`src/rtl/hkrb_pkg.sv`:
```
package hkrb_pkg;

   // Report geometry.
   localparam int KEY_SLOTS = 6;
   localparam int MAX_SLOTS = 6;
   localparam int SLOT_LIMIT = (KEY_SLOTS > MAX_SLOTS) ? MAX_SLOTS : KEY_SLOTS;
   localparam int SLOT_CNT_W = $clog2(MAX_SLOTS + 1);

   // Modifier usage code range.
   localparam logic [7:0] MOD_FIRST = 8'hE0;
   localparam logic [7:0] MOD_LAST  = 8'hE7;

   // Request kinds.
   localparam logic REQ_KEY = 1'b0;
   localparam logic REQ_EOS = 1'b1;

   // Register map, word index of the APB address.
   localparam int ADDR_W = 4;
   localparam logic [1:0] REG_NO_KEY   = 2'd0;
   localparam logic [1:0] REG_TOGGLE   = 2'd1;
   localparam logic [1:0] REG_VOL_UP   = 2'd2;
   localparam logic [1:0] REG_VOL_DOWN = 2'd3;

   // Register reset values.
   localparam logic [7:0] NO_KEY_RST   = 8'd0;
   localparam logic [7:0] TOGGLE_RST   = 8'd240;
   localparam logic [7:0] VOL_UP_RST   = 8'd128;
   localparam logic [7:0] VOL_DOWN_RST = 8'd129;

   typedef struct packed {
      logic       req_type;
      logic [7:0] keycode;
      logic       encoder_a;
      logic       encoder_b;
   } req_item_type;

   typedef struct packed {
      logic [7:0] modifiers;
      logic [7:0] key_slot_0;
      logic [7:0] key_slot_1;
      logic [7:0] key_slot_2;
      logic [7:0] key_slot_3;
      logic [7:0] key_slot_4;
      logic [7:0] key_slot_5;
      logic       report_changed;
      logic       leds_enabled;
   } rsp_item_type;

   typedef struct packed {
      logic [7:0] no_key_code;
      logic [7:0] led_toggle_code;
      logic [7:0] volume_up_code;
      logic [7:0] volume_down_code;
   } cfg_type;

   typedef logic [MAX_SLOTS-1:0][7:0] slot_array_type;

   // Keys gathered during the current scan.
   typedef struct packed {
      logic [7:0]     mods;
      slot_array_type slots;
      logic           toggle_seen;
   } scan_state_type;

endpackage

```
`src/rtl/hkrb_csr.sv`:
```
module hkrb_csr (
   input  logic                       clock,
   input  logic                       reset,
   input  logic                       psel,
   input  logic                       penable,
   input  logic                       pwrite,
   input  logic [hkrb_pkg::ADDR_W-1:0] paddr,
   input  logic [31:0]                pwdata,
   output logic [31:0]                prdata,
   output logic                       pready,
   output hkrb_pkg::cfg_type          cfg
);
   import hkrb_pkg::*;

   cfg_type    cfg_ff;
   cfg_type    cfg_in;
   logic       wr_en;
   logic [1:0] reg_idx;
   logic [7:0] rd_byte;

   assign pready  = 1'b1;
   assign wr_en   = psel & penable & pwrite;
   assign reg_idx = paddr[3:2];

   // Register write decode.
   always_comb begin
      cfg_in = cfg_ff;
      if (wr_en) begin
         unique case (reg_idx)
            REG_NO_KEY:   cfg_in.no_key_code      = pwdata[7:0];
            REG_TOGGLE:   cfg_in.led_toggle_code  = pwdata[7:0];
            REG_VOL_UP:   cfg_in.volume_up_code   = pwdata[7:0];
            REG_VOL_DOWN: cfg_in.volume_down_code = pwdata[7:0];
            default:      cfg_in = cfg_ff;
         endcase
      end
   end

   always_ff @(posedge clock) begin
      if (reset) begin
         cfg_ff.no_key_code      <= NO_KEY_RST;
         cfg_ff.led_toggle_code  <= TOGGLE_RST;
         cfg_ff.volume_up_code   <= VOL_UP_RST;
         cfg_ff.volume_down_code <= VOL_DOWN_RST;
      end else begin
         cfg_ff <= cfg_in;
      end
   end

   // Read mux.
   always_comb begin
      unique case (reg_idx)
         REG_NO_KEY:   rd_byte = cfg_ff.no_key_code;
         REG_TOGGLE:   rd_byte = cfg_ff.led_toggle_code;
         REG_VOL_UP:   rd_byte = cfg_ff.volume_up_code;
         REG_VOL_DOWN: rd_byte = cfg_ff.volume_down_code;
         default:      rd_byte = 8'd0;
      endcase
   end

   assign prdata = {24'd0, rd_byte};
   assign cfg    = cfg_ff;

endmodule

```
`src/rtl/hkrb_scan.sv`:
```
module hkrb_scan (
   input  logic                     clock,
   input  logic                     reset,
   input  logic                     key_load,
   input  logic                     scan_clear,
   input  logic [7:0]               keycode,
   input  hkrb_pkg::cfg_type        cfg,
   output hkrb_pkg::scan_state_type scan
);
   import hkrb_pkg::*;

   logic [7:0]            mods_ff, mods_in;
   slot_array_type        slots_ff, slots_in;
   logic [SLOT_CNT_W-1:0] count_ff, count_in;
   logic                  toggle_ff, toggle_in;
   logic                  is_toggle;
   logic                  is_empty;
   logic                  is_mod;
   logic                  has_room;

   assign is_toggle = (keycode == cfg.led_toggle_code);
   assign is_empty  = (keycode == cfg.no_key_code);
   assign is_mod    = (keycode >= MOD_FIRST) && (keycode <= MOD_LAST);
   assign has_room  = (count_ff < SLOT_CNT_W'(SLOT_LIMIT));

   // One key beat: toggle key, modifier bit, or next free slot; an end-of-scan beat clears the scan.
   always_comb begin
      mods_in   = mods_ff;
      slots_in  = slots_ff;
      count_in  = count_ff;
      toggle_in = toggle_ff;
      if (scan_clear) begin
         mods_in   = 8'd0;
         slots_in  = '0;
         count_in  = '0;
         toggle_in = 1'b0;
      end else if (key_load) begin
         if (is_toggle) begin
            toggle_in = 1'b1;
         end else if (!is_empty) begin
            if (is_mod) begin
               mods_in = mods_ff | (8'd1 << keycode[2:0]);
            end else if (has_room) begin
               for (int i = 0; i < MAX_SLOTS; i++) begin
                  if (count_ff == SLOT_CNT_W'(i)) begin
                     slots_in[i] = keycode;
                  end
               end
               count_in = count_ff + SLOT_CNT_W'(1);
            end
         end
      end
   end

   always_ff @(posedge clock) begin
      if (reset) begin
         mods_ff   <= 8'd0;
         slots_ff  <= '0;
         count_ff  <= '0;
         toggle_ff <= 1'b0;
      end else begin
         mods_ff   <= mods_in;
         slots_ff  <= slots_in;
         count_ff  <= count_in;
         toggle_ff <= toggle_in;
      end
   end

   assign scan.mods        = mods_ff;
   assign scan.slots       = slots_ff;
   assign scan.toggle_seen = toggle_ff;

endmodule

```
`src/rtl/hkrb_report.sv`:
```
module hkrb_report (
   input  logic                     clock,
   input  logic                     reset,
   input  logic                     eos_load,
   input  logic                     encoder_a,
   input  logic                     encoder_b,
   input  hkrb_pkg::cfg_type        cfg,
   input  hkrb_pkg::scan_state_type scan,
   input  logic                     rsp_ready,
   output logic                     rsp_valid,
   output hkrb_pkg::rsp_item_type   rsp_payload
);
   import hkrb_pkg::*;

   logic           leds_ff, leds_in;
   logic           held_ff, held_in;
   logic           last_a_ff, last_a_in;
   logic [7:0]     prev_mods_ff;
   slot_array_type prev_slots_ff;
   slot_array_type rep_slots;
   logic           enc_edge;
   logic           changed;
   logic           valid_ff, valid_in;
   rsp_item_type   out_ff, out_in;

   // LED enable flips once per press of the toggle key.
   always_comb begin
      leds_in = leds_ff;
      if (scan.toggle_seen && !held_ff) begin
         leds_in = ~leds_ff;
      end
      held_in   = scan.toggle_seen;
      last_a_in = encoder_a;
   end

   // Slot bytes, with the volume code on a falling edge of line A.
   assign enc_edge = last_a_ff & ~encoder_a;
   always_comb begin
      for (int i = 0; i < MAX_SLOTS; i++) begin
         rep_slots[i] = (i < SLOT_LIMIT) ? scan.slots[i] : 8'd0;
      end
      if (enc_edge) begin
         rep_slots[0] = encoder_b ? cfg.volume_up_code : cfg.volume_down_code;
      end
   end

   // Only the modifiers and the slot bytes are compared with the previous report.
   assign changed = (scan.mods != prev_mods_ff) || (rep_slots != prev_slots_ff);

   always_comb begin
      out_in.modifiers      = scan.mods;
      out_in.key_slot_0     = rep_slots[0];
      out_in.key_slot_1     = rep_slots[1];
      out_in.key_slot_2     = rep_slots[2];
      out_in.key_slot_3     = rep_slots[3];
      out_in.key_slot_4     = rep_slots[4];
      out_in.key_slot_5     = rep_slots[5];
      out_in.report_changed = changed;
      out_in.leds_enabled   = leds_in;
   end

   // Result register: filled by an end-of-scan beat, emptied when taken.
   always_comb begin
      valid_in = valid_ff;
      if (eos_load) begin
         valid_in = 1'b1;
      end else if (rsp_ready) begin
         valid_in = 1'b0;
      end
   end

   always_ff @(posedge clock) begin
      if (reset) begin
         leds_ff       <= 1'b1;
         held_ff       <= 1'b0;
         last_a_ff     <= 1'b1;
         prev_mods_ff  <= 8'd0;
         prev_slots_ff <= '0;
         valid_ff      <= 1'b0;
      end else begin
         valid_ff <= valid_in;
         if (eos_load) begin
            leds_ff       <= leds_in;
            held_ff       <= held_in;
            last_a_ff     <= last_a_in;
            prev_mods_ff  <= scan.mods;
            prev_slots_ff <= rep_slots;
         end
      end
   end

   always_ff @(posedge clock) begin
      if (eos_load) begin
         out_ff <= out_in;
      end
   end

   assign rsp_valid   = valid_ff;
   assign rsp_payload = out_ff;

endmodule

```
`src/rtl/hid_keyboard_report_builder.sv`:
```
// An accepted key beat updates the scan state registers, and an accepted
// end-of-scan beat shows its report on the result port, in the next cycle.
// Throughput: one beat per cycle, held back only while an unread report
// sits in the result register and rsp_ready is low.
// Reset (synchronous, active high) clears the scan, LED enable on, line A
// taken as high, previous report zero, registers to their defaults.
module hid_keyboard_report_builder (
   input  logic                       clock,
   input  logic                       reset,
   input  logic                       req_valid,
   output logic                       req_ready,
   input  hkrb_pkg::req_item_type     req_payload,
   output logic                       rsp_valid,
   input  logic                       rsp_ready,
   output hkrb_pkg::rsp_item_type     rsp_payload,
   input  logic                       psel,
   input  logic                       penable,
   input  logic                       pwrite,
   input  logic [hkrb_pkg::ADDR_W-1:0] paddr,
   input  logic [31:0]                pwdata,
   output logic [31:0]                prdata,
   output logic                       pready
);
   import hkrb_pkg::*;

   cfg_type        cfg;
   scan_state_type scan;
   logic           req_fire;
   logic           key_load;
   logic           eos_load;

   // A beat is taken whenever the result register is free or being drained.
   assign req_ready = ~rsp_valid | rsp_ready;
   assign req_fire  = req_valid & req_ready;
   assign key_load  = req_fire & (req_payload.req_type == REQ_KEY);
   assign eos_load  = req_fire & (req_payload.req_type == REQ_EOS);

   hkrb_csr u_csr (
      .clock   (clock),
      .reset   (reset),
      .psel    (psel),
      .penable (penable),
      .pwrite  (pwrite),
      .paddr   (paddr),
      .pwdata  (pwdata),
      .prdata  (prdata),
      .pready  (pready),
      .cfg     (cfg)
   );

   hkrb_scan u_scan (
      .clock      (clock),
      .reset      (reset),
      .key_load   (key_load),
      .scan_clear (eos_load),
      .keycode    (req_payload.keycode),
      .cfg        (cfg),
      .scan       (scan)
   );

   hkrb_report u_report (
      .clock       (clock),
      .reset       (reset),
      .eos_load    (eos_load),
      .encoder_a   (req_payload.encoder_a),
      .encoder_b   (req_payload.encoder_b),
      .cfg         (cfg),
      .scan        (scan),
      .rsp_ready   (rsp_ready),
      .rsp_valid   (rsp_valid),
      .rsp_payload (rsp_payload)
   );

endmodule
```
`config.mk`:
```
export PLATFORM = sky130hd
export DESIGN_NAME = hid_keyboard_report_builder
export DESIGN_NICKNAME = d
export VERILOG_FILES = /design/src/rtl/hkrb_pkg.sv /design/src/rtl/hkrb_csr.sv /design/src/rtl/hkrb_scan.sv /design/src/rtl/hkrb_report.sv /design/src/rtl/hid_keyboard_report_builder.sv
export SDC_FILE = /design/constraint.sdc
export NUM_CORES = 1
export LEC_CHECK = 0
export BUFFER_PORTS_ARGS = -buffer_cell sky130_fd_sc_hd__buf_2
export CORE_MARGIN = 10
export CORE_UTILIZATION = 40
export DETAILED_ROUTE_END_ITERATION = 10
export PLACE_DENSITY_LB_ADDON = 0.12
export SLEW_MARGIN = 20
export SYNTH_ARGS = -nofsm -noshare
export SYNTH_HDL_FRONTEND = slang
export SYNTH_SLANG_ARGS = --single-unit
```
`constraint.sdc`:
```
create_clock -name clock -period 3.7 [get_ports clock]
set_clock_uncertainty 0.1 [all_clocks]
set_input_delay 0.185 -clock clock [delete_from_list [all_inputs] [get_ports clock]]
set_output_delay 0.185 -clock clock [all_outputs]
set_load 0.005 [all_outputs]
```
Word-level counts from Yosys, hierarchy flattened
Index checks and enable logic that the tools add are counted.

cells by class
  add/subtract/negate cells = 1
  magnitude comparators = 3
  equality and inequality tests = 12
  shift-type cells = 1
  multiplexer cells = 6
  bitwise logic cells = 15
  reduce and logical (&&, ||, !) cells = 21

operators with widths
  operator                                                                count
  48-bit inequality test                                                  1
  6-bit AND reduction                                                     6
  8-bit one-hot mux with 4 select lines                                   1
  8-bit equality test                                                     2
  8-bit two-way mux                                                       2
  2-bit AND reduction                                                     5
  8-bit greater-or-equal comparator (second input constant)               1
  8-bit less-or-equal comparator (second input constant)                  1
  8-bit inequality test                                                   1
  8-bit bitwise OR                                                        1
  1-bit by 3-bit << shifter with 8-bit output (first input constant)      1
  1-bit NOT                                                               7
  1-bit AND                                                               6
  3-bit by 2-bit equality test with 1-bit output (second input constant)  2
  3-bit equality test (second input constant)                             2
  5-bit AND reduction                                                     1
  2-bit equality test (second input constant)                             2
  4-bit AND reduction                                                     1
  3-bit by 1-bit adder with 3-bit output (second input constant)          1
  3-bit by 1-bit equality test with 1-bit output (second input constant)  1
  3-bit logical NOT                                                       1
  3-bit less-than comparator (second input constant)                      1
  1-bit two-way mux                                                       3
  2-bit by 1-bit equality test with 1-bit output (second input constant)  1
  7 further kinds                                                         8

storage, ports and cells
  bits in registers = 210
  input bits = 54
  logic and storage cells = 92

Depth between registers and ports, before layout
Gate-level depths: netlist of the first run.

  depth after elaboration = 5
  depth in mapped cells = 8
  gate-level depth less buffers = 6

Cells and area by module
A second synthesis of the first run with hierarchy kept.

second synthesis, totals
  cell total of the unflattened synthesis = 812
  area total of the unflattened synthesis = 9113.7 um^2

modules (own cells, without submodules)
  module                       instances  cells an instance  area an instance (um^2)  seq. area each (um^2)
  hkrb_report                  1          368                4749.6                   2942.8
  hkrb_scan                    1          274                2600.0                   1201.2
  hkrb_csr                     1          167                1735.4                   640.6
  hid_keyboard_report_builder  1          3                  28.8                     0.0

Least setup slack after synthesis of the first run
Ideal clock, no wire load.

  kind = register to register
  from = register u_report.valid_ff, in the netlist u_report.rsp_valid
  to = register u_report.out_ff, in the netlist u_report.rsp_payload[0] (enable)
  library setup time = 0.445 ns
  data arrival time = 2.699 ns
  data required time = 3.155 ns
  path slack = 0.456 ns
  cell stages (with the launch flop) = 6
  path buffers = 1
  period minus slack after synthesis = 3.244 ns
  path through = dfxtp_1 -> nor2b_1 -> inv_1 -> nand3_1 -> inv_1 -> clkbuf_1

on the way
  cells in the longest elaborated chain, start to end = 4

RTL lines
  what                      line                               RTL
  start: declaration        hkrb_report.sv:23                  logic valid_ff, valid_in;
  start signal: assignment  hkrb_report.sv:81                  valid_ff <= valid_in;
  1-bit NOT                 hid_keyboard_report_builder.sv:33  assign req_ready = ~rsp_valid | rsp_ready;
  1-bit bitwise OR          hid_keyboard_report_builder.sv:33
  net req_ready             hid_keyboard_report_builder.sv:11  output logic req_ready,
  1-bit AND                 hid_keyboard_report_builder.sv:34  assign req_fire = req_valid & req_ready;
  1-bit AND                 hid_keyboard_report_builder.sv:36  assign eos_load = req_fire & (req_payload.req_type == REQ_EOS);
  net eos_load              hid_keyboard_report_builder.sv:30  logic eos_load;
  end signal: assignment    hkrb_report.sv:94                  out_ff <= out_in;
  end: declaration          hkrb_report.sv:24                  rsp_item_type out_ff, out_in;

The timed path passes the listed nets, and every way through them passes these cells.
A chain may end at the register's enable or synchronous reset.

Worst setup path after layout of the first run
  from = input req_payload[8] in the netlist's numbering
  to = register u_scan.slots_ff, in the netlist u_scan.scan[13]

on the way
  cells in the longest elaborated chain, start to end = 4
  elaborated cells between the ends (all ways) = 9

RTL lines
  what                                                                                 line                               RTL
  start: declaration                                                                   hid_keyboard_report_builder.sv:12  input hkrb_pkg::req_item_type req_payload,
  8-bit greater-or-equal comparator or 8-bit less-or-equal comparator (tied branches)  hkrb_scan.sv:23                    assign is_mod = (keycode >= MOD_FIRST) && (keycode <= MOD_LAST);
  1-bit logical AND                                                                    hkrb_scan.sv:23
  1-bit NOT (no line)                                                                  --
  6-bit AND reduction (no line) (*)                                                    --
  end signal: assignment                                                               hkrb_scan.sv:63                    slots_ff <= slots_in;
  end: declaration                                                                     hkrb_scan.sv:13                    slot_array_type slots_ff, slots_in;

Mark *: on every way between the ends. The rest lies on a longest branch, timed or not.

==> results of run 1 <==
state kept, by name, indices dropped and copies added, names as in the netlist:
name	count
u_scan.toggle_ff	1
u_csr.cfg	32
u_report.prev_slots_ff	48
u_scan.count_ff	3
u_scan.mods_ff	8
u_scan.scan	48
u_report.held_ff	1
u_report.rsp_valid	1
u_report.prev_mods_ff	8
u_report.last_a_ff	1
u_report.leds_ff	1
u_report.rsp_payload	58
worst max-delay path: stages:
cell and delay, ns:
dlygate4sd3_1 0.53, buf_2 0.32, xnor2_1 0.17, nand4_1 0.22, o22ai_2 0.66, buf_12 0.28, o21ai_0 0.11, a21oi_1 0.15
metal layers:
layer  track usage, %  share of wire (%)
met5                0                  0
met4             4.92                2.1
met3             2.61                6.6
met2             25.5                 45
met1             23.2                 46
worst paths after layout:
kind | startpoint | to | slack [ns] | depth (start not counted)
worst max-delay path | req_payload[8] | u_scan.scan[13] | 1.36 | 8
worst min-delay path | req_payload[4] | u_scan.scan[3] | 0.04 | 3
worst max register to register | u_csr.cfg[20] | u_scan.scan[13] | 1.54 | 6
worst min register to register | u_report.held_ff | u_report.held_ff | 0.35 | 2
cell type report:
| cell class | instances | area (µm²) | share of cell area (%) |
|---|---|---|---|
| clock inverters | 10 | 156 | 1.50 |
| multi-input cells | 635 | 3740 | 35.8 |
| repair buffers | 121 | 743 | 7.11 |
| flip-flops and latches | 210 | 4780 | 45.7 |
| inverters | 13 | 51.3 | 0.490 |
| clock buffers | 32 | 629 | 6.02 |
| well taps | 280 | 350 | 3.35 |
stage by stage:
stage                     instance area (µm²)  util, %  hold slack [ns]
after floorplan                          9050        -            0.209
after global placement                   9530     43.4            0.312
after detailed placement                 9530     43.4            0.310
after CTS                               10500     47.6          0.00813
after global routing                    10500     47.6           0.0240
final                                   10500     47.6           0.0380
kinds of logic (layout without fill, tap and decap cells):
kind of cell	Yosys count	count (layout)	synth area share (%)
compound gates	188	188	11.3
xor+xnor	78	78	7.62
fa+ha+maj	5	5	0.698
buf+inv	99	176	5.89
flops	210	210	53.4
mux	41	41	5.85
other cells	2	25	0.0838
simple gates	298	298	15.2
power by group through the flow:
stage / sequential, mW / clock (mW) / combinational, mW
6_report: 2.41 / 2.39 / 0.300
4_1_cts: 2.41 / 2.44 / 0.303
5_1_grt: 2.41 / 2.53 / 0.327
3_3_place_gp: 2.46 / 0 / 0.292
3_5_place_dp: 2.46 / 0 / 0.291
2_1_floorplan: 2.46 / 0 / 0.186
Yosys cell counts (2+ instances only):
master | instances | share of area (%)
o21ai_0 | 38 | 2.1
o31ai_1 | 2 | 0.17
nand3_1 | 66 | 3.7
a31oi_1 | 3 | 0.21
nor3_2 | 5 | 0.56
buf_1 | 2 | 0.084
buf_6 | 3 | 0.38
clkbuf_2 | 4 | 0.22
nor3_1 | 4 | 0.22
nand2b_1 | 3 | 0.21
conb_1 | 2 | 0.084
or3_1 | 3 | 0.21
a21oi_1 | 113 | 6.3
mux2i_1 | 31 | 3.5
nor2_1 | 39 | 1.6
inv_1 | 12 | 0.50
a2111oi_0 | 2 | 0.20
nor4_1 | 7 | 0.49
nand2_1 | 140 | 5.9
o21ai_1 | 17 | 0.95
and3_1 | 3 | 0.21
xor2_1 | 37 | 3.6
dfxtp_1 | 152 | 34
ha_1 | 5 | 0.70
buf_2 | 19 | 1.1
nor2b_1 | 5 | 0.35
edfxtp_1 | 58 | 19
mux4_2 | 8 | 2.0
clkbuf_1 | 30 | 1.3
nand4_1 | 17 | 1.2
and4_1 | 4 | 0.39
buf_4 | 28 | 2.3
xnor2_1 | 41 | 4.0
a41oi_1 | 6 | 0.59
==> run metrics, run 1 <==
outcome completed; Worst-Margin Slew between 1 and 1.5 ns; routability congestion estimate from global placement approximately 0.8; sum of negative setup slack 0 ns; CTS tree done; GRT Util Overall between 15 and 20%; Die Y approximately 170 µm; share of cells above drive strength 1 between 10% and 20%; vias in the first global route about 6500; first-pass GRT wire length approximately 38000 µm; Routed WL approximately 25000 µm; most frequent cells in the layout dfxtp_1, nand2_1, a21oi_1; Synth Cell Area ~9000 µm²; Hold-fix buffers, CTS 14; PnR worst setup slack ~1.4 ns; Clk Tree Root Cell clkbuf_16; switching power 1.13 mW; post-cts resize count 0; # placed instances about 1200; Critical Path Fanout Max 37; drt drc 0; die width about 170 µm; maximum vdd drop slightly above 0.3 mV; syn_area_per_cell around 10 µm²; Clock power frac 46.8%; Final Cycle Share 63.2%; worst skew pair latency 0.51 ns; Final setup violation count 0; Tmin final between 2 and 2.5 ns; CP endpoint kind flop; initial antenna violation count 0; drt pass-1 iters 5; Startpoint Class input pin; antenna viol nets, final 0; wire per inst about 19 µm; pins over their slew limit 0; path type of the worst setup path input pin to flop; CTS Buf Count 23; IO Count ~150; Post-synth top flop dfxtp_1; share of total power in combinational logic under 10%; Mapped Cells a little over 900; CP arrival between 2 and 3 ns; hold crit path type input pin to flop; largest net degree at the start of global routing between 80 and 90; H-tree depth 1; pwr/cell area just under 500 nW/µm²; Area Overhead vs Synth 16.7%; hpwl dp approximately 16000 µm; Via density about 5.3; Rows 54; synth unique cells between 40 and 50; fillers 2109; non-filler cells, final about 1300; IO buf count 95; Sw Share 22.3%; most common cell after layout, fill and taps aside dfxtp_1; die area roughly 29000 µm²; Worst-path clk slew 0.06 ns; Post-synth EDFFs 58; initial core utilization just over 40%; area of the core ~22000 µm²; Total Power 5.10 mW; Worst Path Required 4.02 ns; total gr overflow 0; warnings from Yosys 0; Seq cells post-synth 210; nets 1063; FMAX 428 MHz; Place WS roughly 1.4 ns; P_leak 3.96 nW; Max Cap Viol 0; async set-reset flop share out of synthesis 0%; initial detailed-routing violation count 475; Max-slew headroom about a third; final hold viol count 0; Clock Tree Buf Depth 3; Int Pwr between 3 and 4 mW; detailed-route via count between 6000 and 7000; Seq pwr share between 40% and 50%; RSZ-0062 raised after global routing false; Post-CTS Setup Bufs 0; sequential area share after synthesis between 50% and 60%; Clock Sinks 210; ant diodes 0
Note: power is estimated with default switching activity, not from simulation.
==> run 2, diff against run 1 <==
==> constraint.sdc (replaced) <==
create_clock -name clock -period 2.35 [get_ports clock]
set_clock_uncertainty 0.1 [all_clocks]
set_input_delay 0.1175 -clock clock [delete_from_list [all_inputs] [get_ports clock]]
set_output_delay 0.1175 -clock clock [all_outputs]
set_load 0.005 [all_outputs]
==> run 2 against run 1 <==
Non-clock buffer count up 17. Critical path depth down 4. Flip-flop and latch count unchanged. Critical path type is now input pin to output port. Largest power group unchanged.
==> run metrics, run 2 (same netlist as run 1, synthesis figures left out) <==
Post-CTS Setup Bufs 0; wire per inst ~18 µm; Area Overhead vs Synth 18.7%; drt drc 0; sequential cell area around 4800 µm²; worst skew pair latency around 0.51 ns; final core utilization between 40% and 50%; largest net degree at the start of global routing between 80 and 90; RSZ-0062 raised after global routing false; path type of the worst setup path input pin to output port; CP endpoint kind output port; launching element of the worst setup path paddr[2]; hpwl dp between 15000 and 20000 µm; Clk Tree Root Cell clkbuf_16; H-tree depth 1; share of total power in combinational logic 6.3%; IO Count about 150; Final Cycle Share between 80% and 90%; RR Startpoint u_report.rsp_valid; antenna viol nets, final 0; sum of negative setup slack 0 ns; nets around 1100; Final setup violation count 0; drt pass-1 iters 5; Worst-Margin Slew 0.998 ns; Clock Sinks 210; Worst-path clk slew approximately 0.06 ns; cells on worst reg2reg path 6; Critical Path Fanout Max 20; grt met1 use 23.1%; area of the core between 20000 and 25000 µm²; P_leak between 4 and 5 nW; most used routing layer met2; Fin Hold WS 0.0280 ns; Total Power between 7 and 8 mW; Int Pwr between 6 and 7 mW; first-pass GRT wire length between 30000 and 40000 µm; switching power 1.79 mW; Clock Tree Buf Depth 3; most common cell after layout, fill and taps aside dfxtp_1; CP arrival ~1.8 ns; routability congestion estimate from global placement around 0.79; initial antenna violation count 0; Rows between 50 and 60; Seq pwr share ~48%; Worst Hold Launch req_payload[3]; CTS tree done; met2 Track Usage GR between 20% and 30%; hold path cells 4; Sw Share a little under a quarter; pwr/cell area 740 nW/µm²; Startpoint Class input pin; ant diodes 0; Max Cap Viol 0; FMAX 503 MHz; CTS Buf Count 23; most frequent cells in the layout dfxtp_1, nand2_1, a21oi_1; GRT Util Overall between 15 and 20%; share of cells above drive strength 1 between 10% and 20%; vias in the first global route 6522; pins over their slew limit 0; total gr overflow 0; final hold viol count 0; Clock power frac around 46%; maximum vdd drop between 0.4 and 0.5 mV; grt met3 use ~2.8%; Routed WL roughly 24000 µm; detailed-route via count between 6000 and 7000; Via density 5.17; initial detailed-routing violation count 523; Die Y approximately 170 µm; fillers between 2000 and 2500; outcome completed; initial core utilization a little over 40%; Max-slew headroom between 30% and 40%; die width approximately 170 µm; hold crit path type input pin to flop; number of flip-flops in the largest register 58; Tmin final between 1.5 and 2 ns; IO buf count 95; die area about 29000 µm²; Multi-input gate area 3740 µm²; Worst Path Required around 2.1 ns
run 2: cell types whose count changed in the layout (fill, tap and decap cells not counted):
cell and delta:
clkbuf_16 +1, bufinv_16 -3, clkinv_1 +1, clkbuf_1 -2, buf_4 +6, dlygate4sd3_1 +6, clkbuf_8 +3, buf_12 +5
run 2: metrics by stage:
stage	area (µm²)	std cells	worst slack, ns
finish	10600	1318	0.361
global route	10600	1318	0.266
detailed placement	9680	1256	0.376
floorplan	9050	944	0.0590
global placement	9680	1256	0.380
CTS	10600	1318	0.372
run 2: layout make-up:
type | count | share of cell area, %
clock inverter | 8 | 0.659
clock buffer | 34 | 6.47
tap | 280 | 3.29
timing repair buffer | 138 | 8.92
sequential | 210 | 45.0
multi-input combinational | 635 | 35.2
inverter | 13 | 0.482
run 2: timing repair:
item / in CTS / in global routing
endpoints found under the hold margin: 70 / 0
hold buffers: 20 / 0
resized for setup: 0 / 0
run 2: routing by layer:
layer / vias to the layer above / wire [µm] / part of all wire (%)
met4: 0 / 443 / 1.8
met2: 168 / 10900 / 45
met1: 3261 / 11700 / 48
met3: 31 / 1250 / 5.1
li1: 3357 / - / -
met5: - / 0 / 0
run 2: path summary, 6_finish.rpt:
check                endpoint  slack (ns)
max reg2reg   u_scan.scan[47]        0.42
max                 prdata[6]        0.36
min reg2reg  u_report.held_ff        0.36
min           u_scan.scan[34]        0.03
run 2: power groups by stage:
| stage | sequential (mW) | combinational (mW) | clock, mW |
|---|---|---|---|
| floorplan | 3.88 | 0.294 | 0 |
| global placement | 3.87 | 0.471 | 0 |
| detailed placement | 3.87 | 0.471 | 0 |
| CTS | 3.80 | 0.497 | 3.65 |
| global route | 3.80 | 0.540 | 3.80 |
| finish | 3.80 | 0.492 | 3.58 |
run 2: critical path, stage by stage:
cell	delay, ns
dlygate4sd3_1	0.52
buf_2	0.40
mux4_2	0.58
buf_2	0.15
==> run 3, diff against run 2 <==
==> constraint.sdc (replaced) <==
create_clock -name clock -period 1.8 [get_ports clock]
set_clock_uncertainty 0.1 [all_clocks]
set_input_delay 0.09 -clock clock [delete_from_list [all_inputs] [get_ports clock]]
set_output_delay 0.09 -clock clock [all_outputs]
set_load 0.005 [all_outputs]
==> run 3 against run 2 <==
Combinational power rose by 52%. Hold slack better by 0.0083 ns. Flip-flop and latch count stayed put. Sequential power grew 30%. Largest cell class unchanged. Core utilization up 3.8 points. Critical path depth increased by 5.
==> run metrics, run 3 (same netlist as run 1, synthesis figures left out) <==
nets ~1200; # placed instances 1329; Rows between 50 and 60; routability congestion estimate from global placement ~0.86; path type of the worst setup path input pin to flop; die area 28800 µm²; drt drc 0; Startpoint Class input pin; worst skew pair latency roughly 0.51 ns; largest net degree at the start of global routing 84; pwr/cell area just under 900 nW/µm²; CP arrival around 2.1 ns; FMAX roughly 560 MHz; hpwl dp ~17000 µm; cells on worst reg2reg path 5; ant diodes 0; Worst path max stage delay 0.54 ns; GRT Util Overall approximately 17%; vias in the first global route between 6000 and 7000; initial detailed-routing violation count 511; fillers about 2000; P_leak around 4.5 nW; Clock Sinks 210; initial antenna violation count 0; Worst path depth 9; pins over their slew limit 0; detailed-route via count 7077; antenna viol nets, final 0; slowest CP cell dlygate4sd3_1; most common cell after layout, fill and taps aside dfxtp_1; share of cells above drive strength 1 25.2%; Clk Tree Root Cell clkbuf_16; Max-slew headroom approximately two thirds; Worst Path Required roughly 2.1 ns; Max Cap Viol 0; DP Area 10200 µm²; Clock Tree Buf Depth 3; most frequent cells in the layout dfxtp_1, nand2_1, a21oi_1; worst path cell trace dlygate4sd3_1 > buf_2 > xnor2_2 > nand4_1 > o22ai_4 > buf_6 > clkbuf_16 > o21ai_0 > a21oi_1; CTS tree done; number of flip-flops in the largest register 58; Area Overhead vs Synth 28.0%; Worst-path clk slew 0.06 ns; CP top delay family buffers and inverters; RSZ-0062 raised after global routing true; IO buf count between 90 and 100; final hold viol count 0; Via density between 5 and 6; hold path cells 4; Design Area, Final 11500 µm²; drt pass-1 iters 4; total gr overflow 0; Routed WL ~26000 µm; Die Y about 170 µm; Worst-Margin Slew 0.468 ns; maximum vdd drop ~0.62 mV; CP endpoint kind flop; IO Count around 150; Final Cycle Share 99.2%; outcome completed; initial core utilization 40.8%; Tmin final roughly 1.8 ns; hold crit path type input pin to flop; non-filler cells, final 1398; wire per inst 18.4 µm; first-pass GRT wire length roughly 40000 µm; H-tree depth 1; Final setup violation count 0; area of the core ~22000 µm²; CP bufs+invs 4; die width about 170 µm; Critical Path Fanout Max 8; CTS Buf Count 22
run 3: per-stage QoR:
step                      hold slack, ns  utilization (%)  setup TNS (ns)  total power [mW]  setup slack, ns
after floorplan                    0.114                -               0              5.44           0.0483
after global placement             0.216             46.6          -0.276              5.72           -0.276
after detailed placement           0.224             46.6          -0.290              5.72           -0.290
after CTS                        0.00111             50.9               0              10.2          0.00919
after global routing              0.0377             52.2           -2.08              10.5          -0.0688
final                             0.0363             52.2               0              10.1           0.0150
run 3: power breakdown:
part / switching [mW] / leakage, nW / internal (mW)
clock: 1.82 / 0.343 / 2.61
combinational: 0.454 / 2.37 / 0.294
sequential: 0.0346 / 1.79 / 4.92
total: 2.31 / 4.51 / 7.82
run 3: timing repair:
| item | CTS | global route |
|---|---|---|
| endpoints found under the hold margin | 65 | 0 |
| gates cloned | 0 | 2 |
| hold buffers | 22 | 0 |
| pin swaps | 1 | 24 |
| gates resized for setup | 9 | 54 |
| setup buffers | 0 | 5 |
| setup endpoints to repair | 5 | 162 |
run 3: path summary, 6_finish.rpt:
kind	slack [ns]	startpoint	end
worst min register to register	0.36	u_report.held_ff	u_report.held_ff
worst max-delay path	0.01	req_payload[7]	u_scan.scan[12]
worst min-delay path	0.04	req_payload[2]	u_scan.scan[1]
worst max register to register	0.01	u_report.prev_slots_ff[3]	u_report.rsp_payload[1]
run 3: final cells by class:
class | count | area (µm²) | area share [%]
Clock inverter | 6 | 52.6 | 0.458
Sequential cell | 210 | 4800 | 41.9
Timing Repair Buffer | 220 | 1640 | 14.3
Tap cell | 280 | 350 | 3.05
Multi-Input combinational cell | 635 | 3930 | 34.2
Inverter | 13 | 53.8 | 0.469
Clock buffer | 34 | 647 | 5.64
run 3: routing by layer:
metal	up-vias	track usage [%]	share of wire, %
met5	-	0	0
met4	0	3.97	1.5
met3	29	2.74	5.3
met2	171	26.6	45
met1	3343	24.6	48
li1	3534	-	-
run 3: worst reg2reg max path, stage by stage (launching register included):
cell       delay, ns
dfxtp_1         0.33
inv_1           0.09
o22ai_1         0.09
a211o_1         0.31
a2111oi_1       0.43
nand4_1         0.14
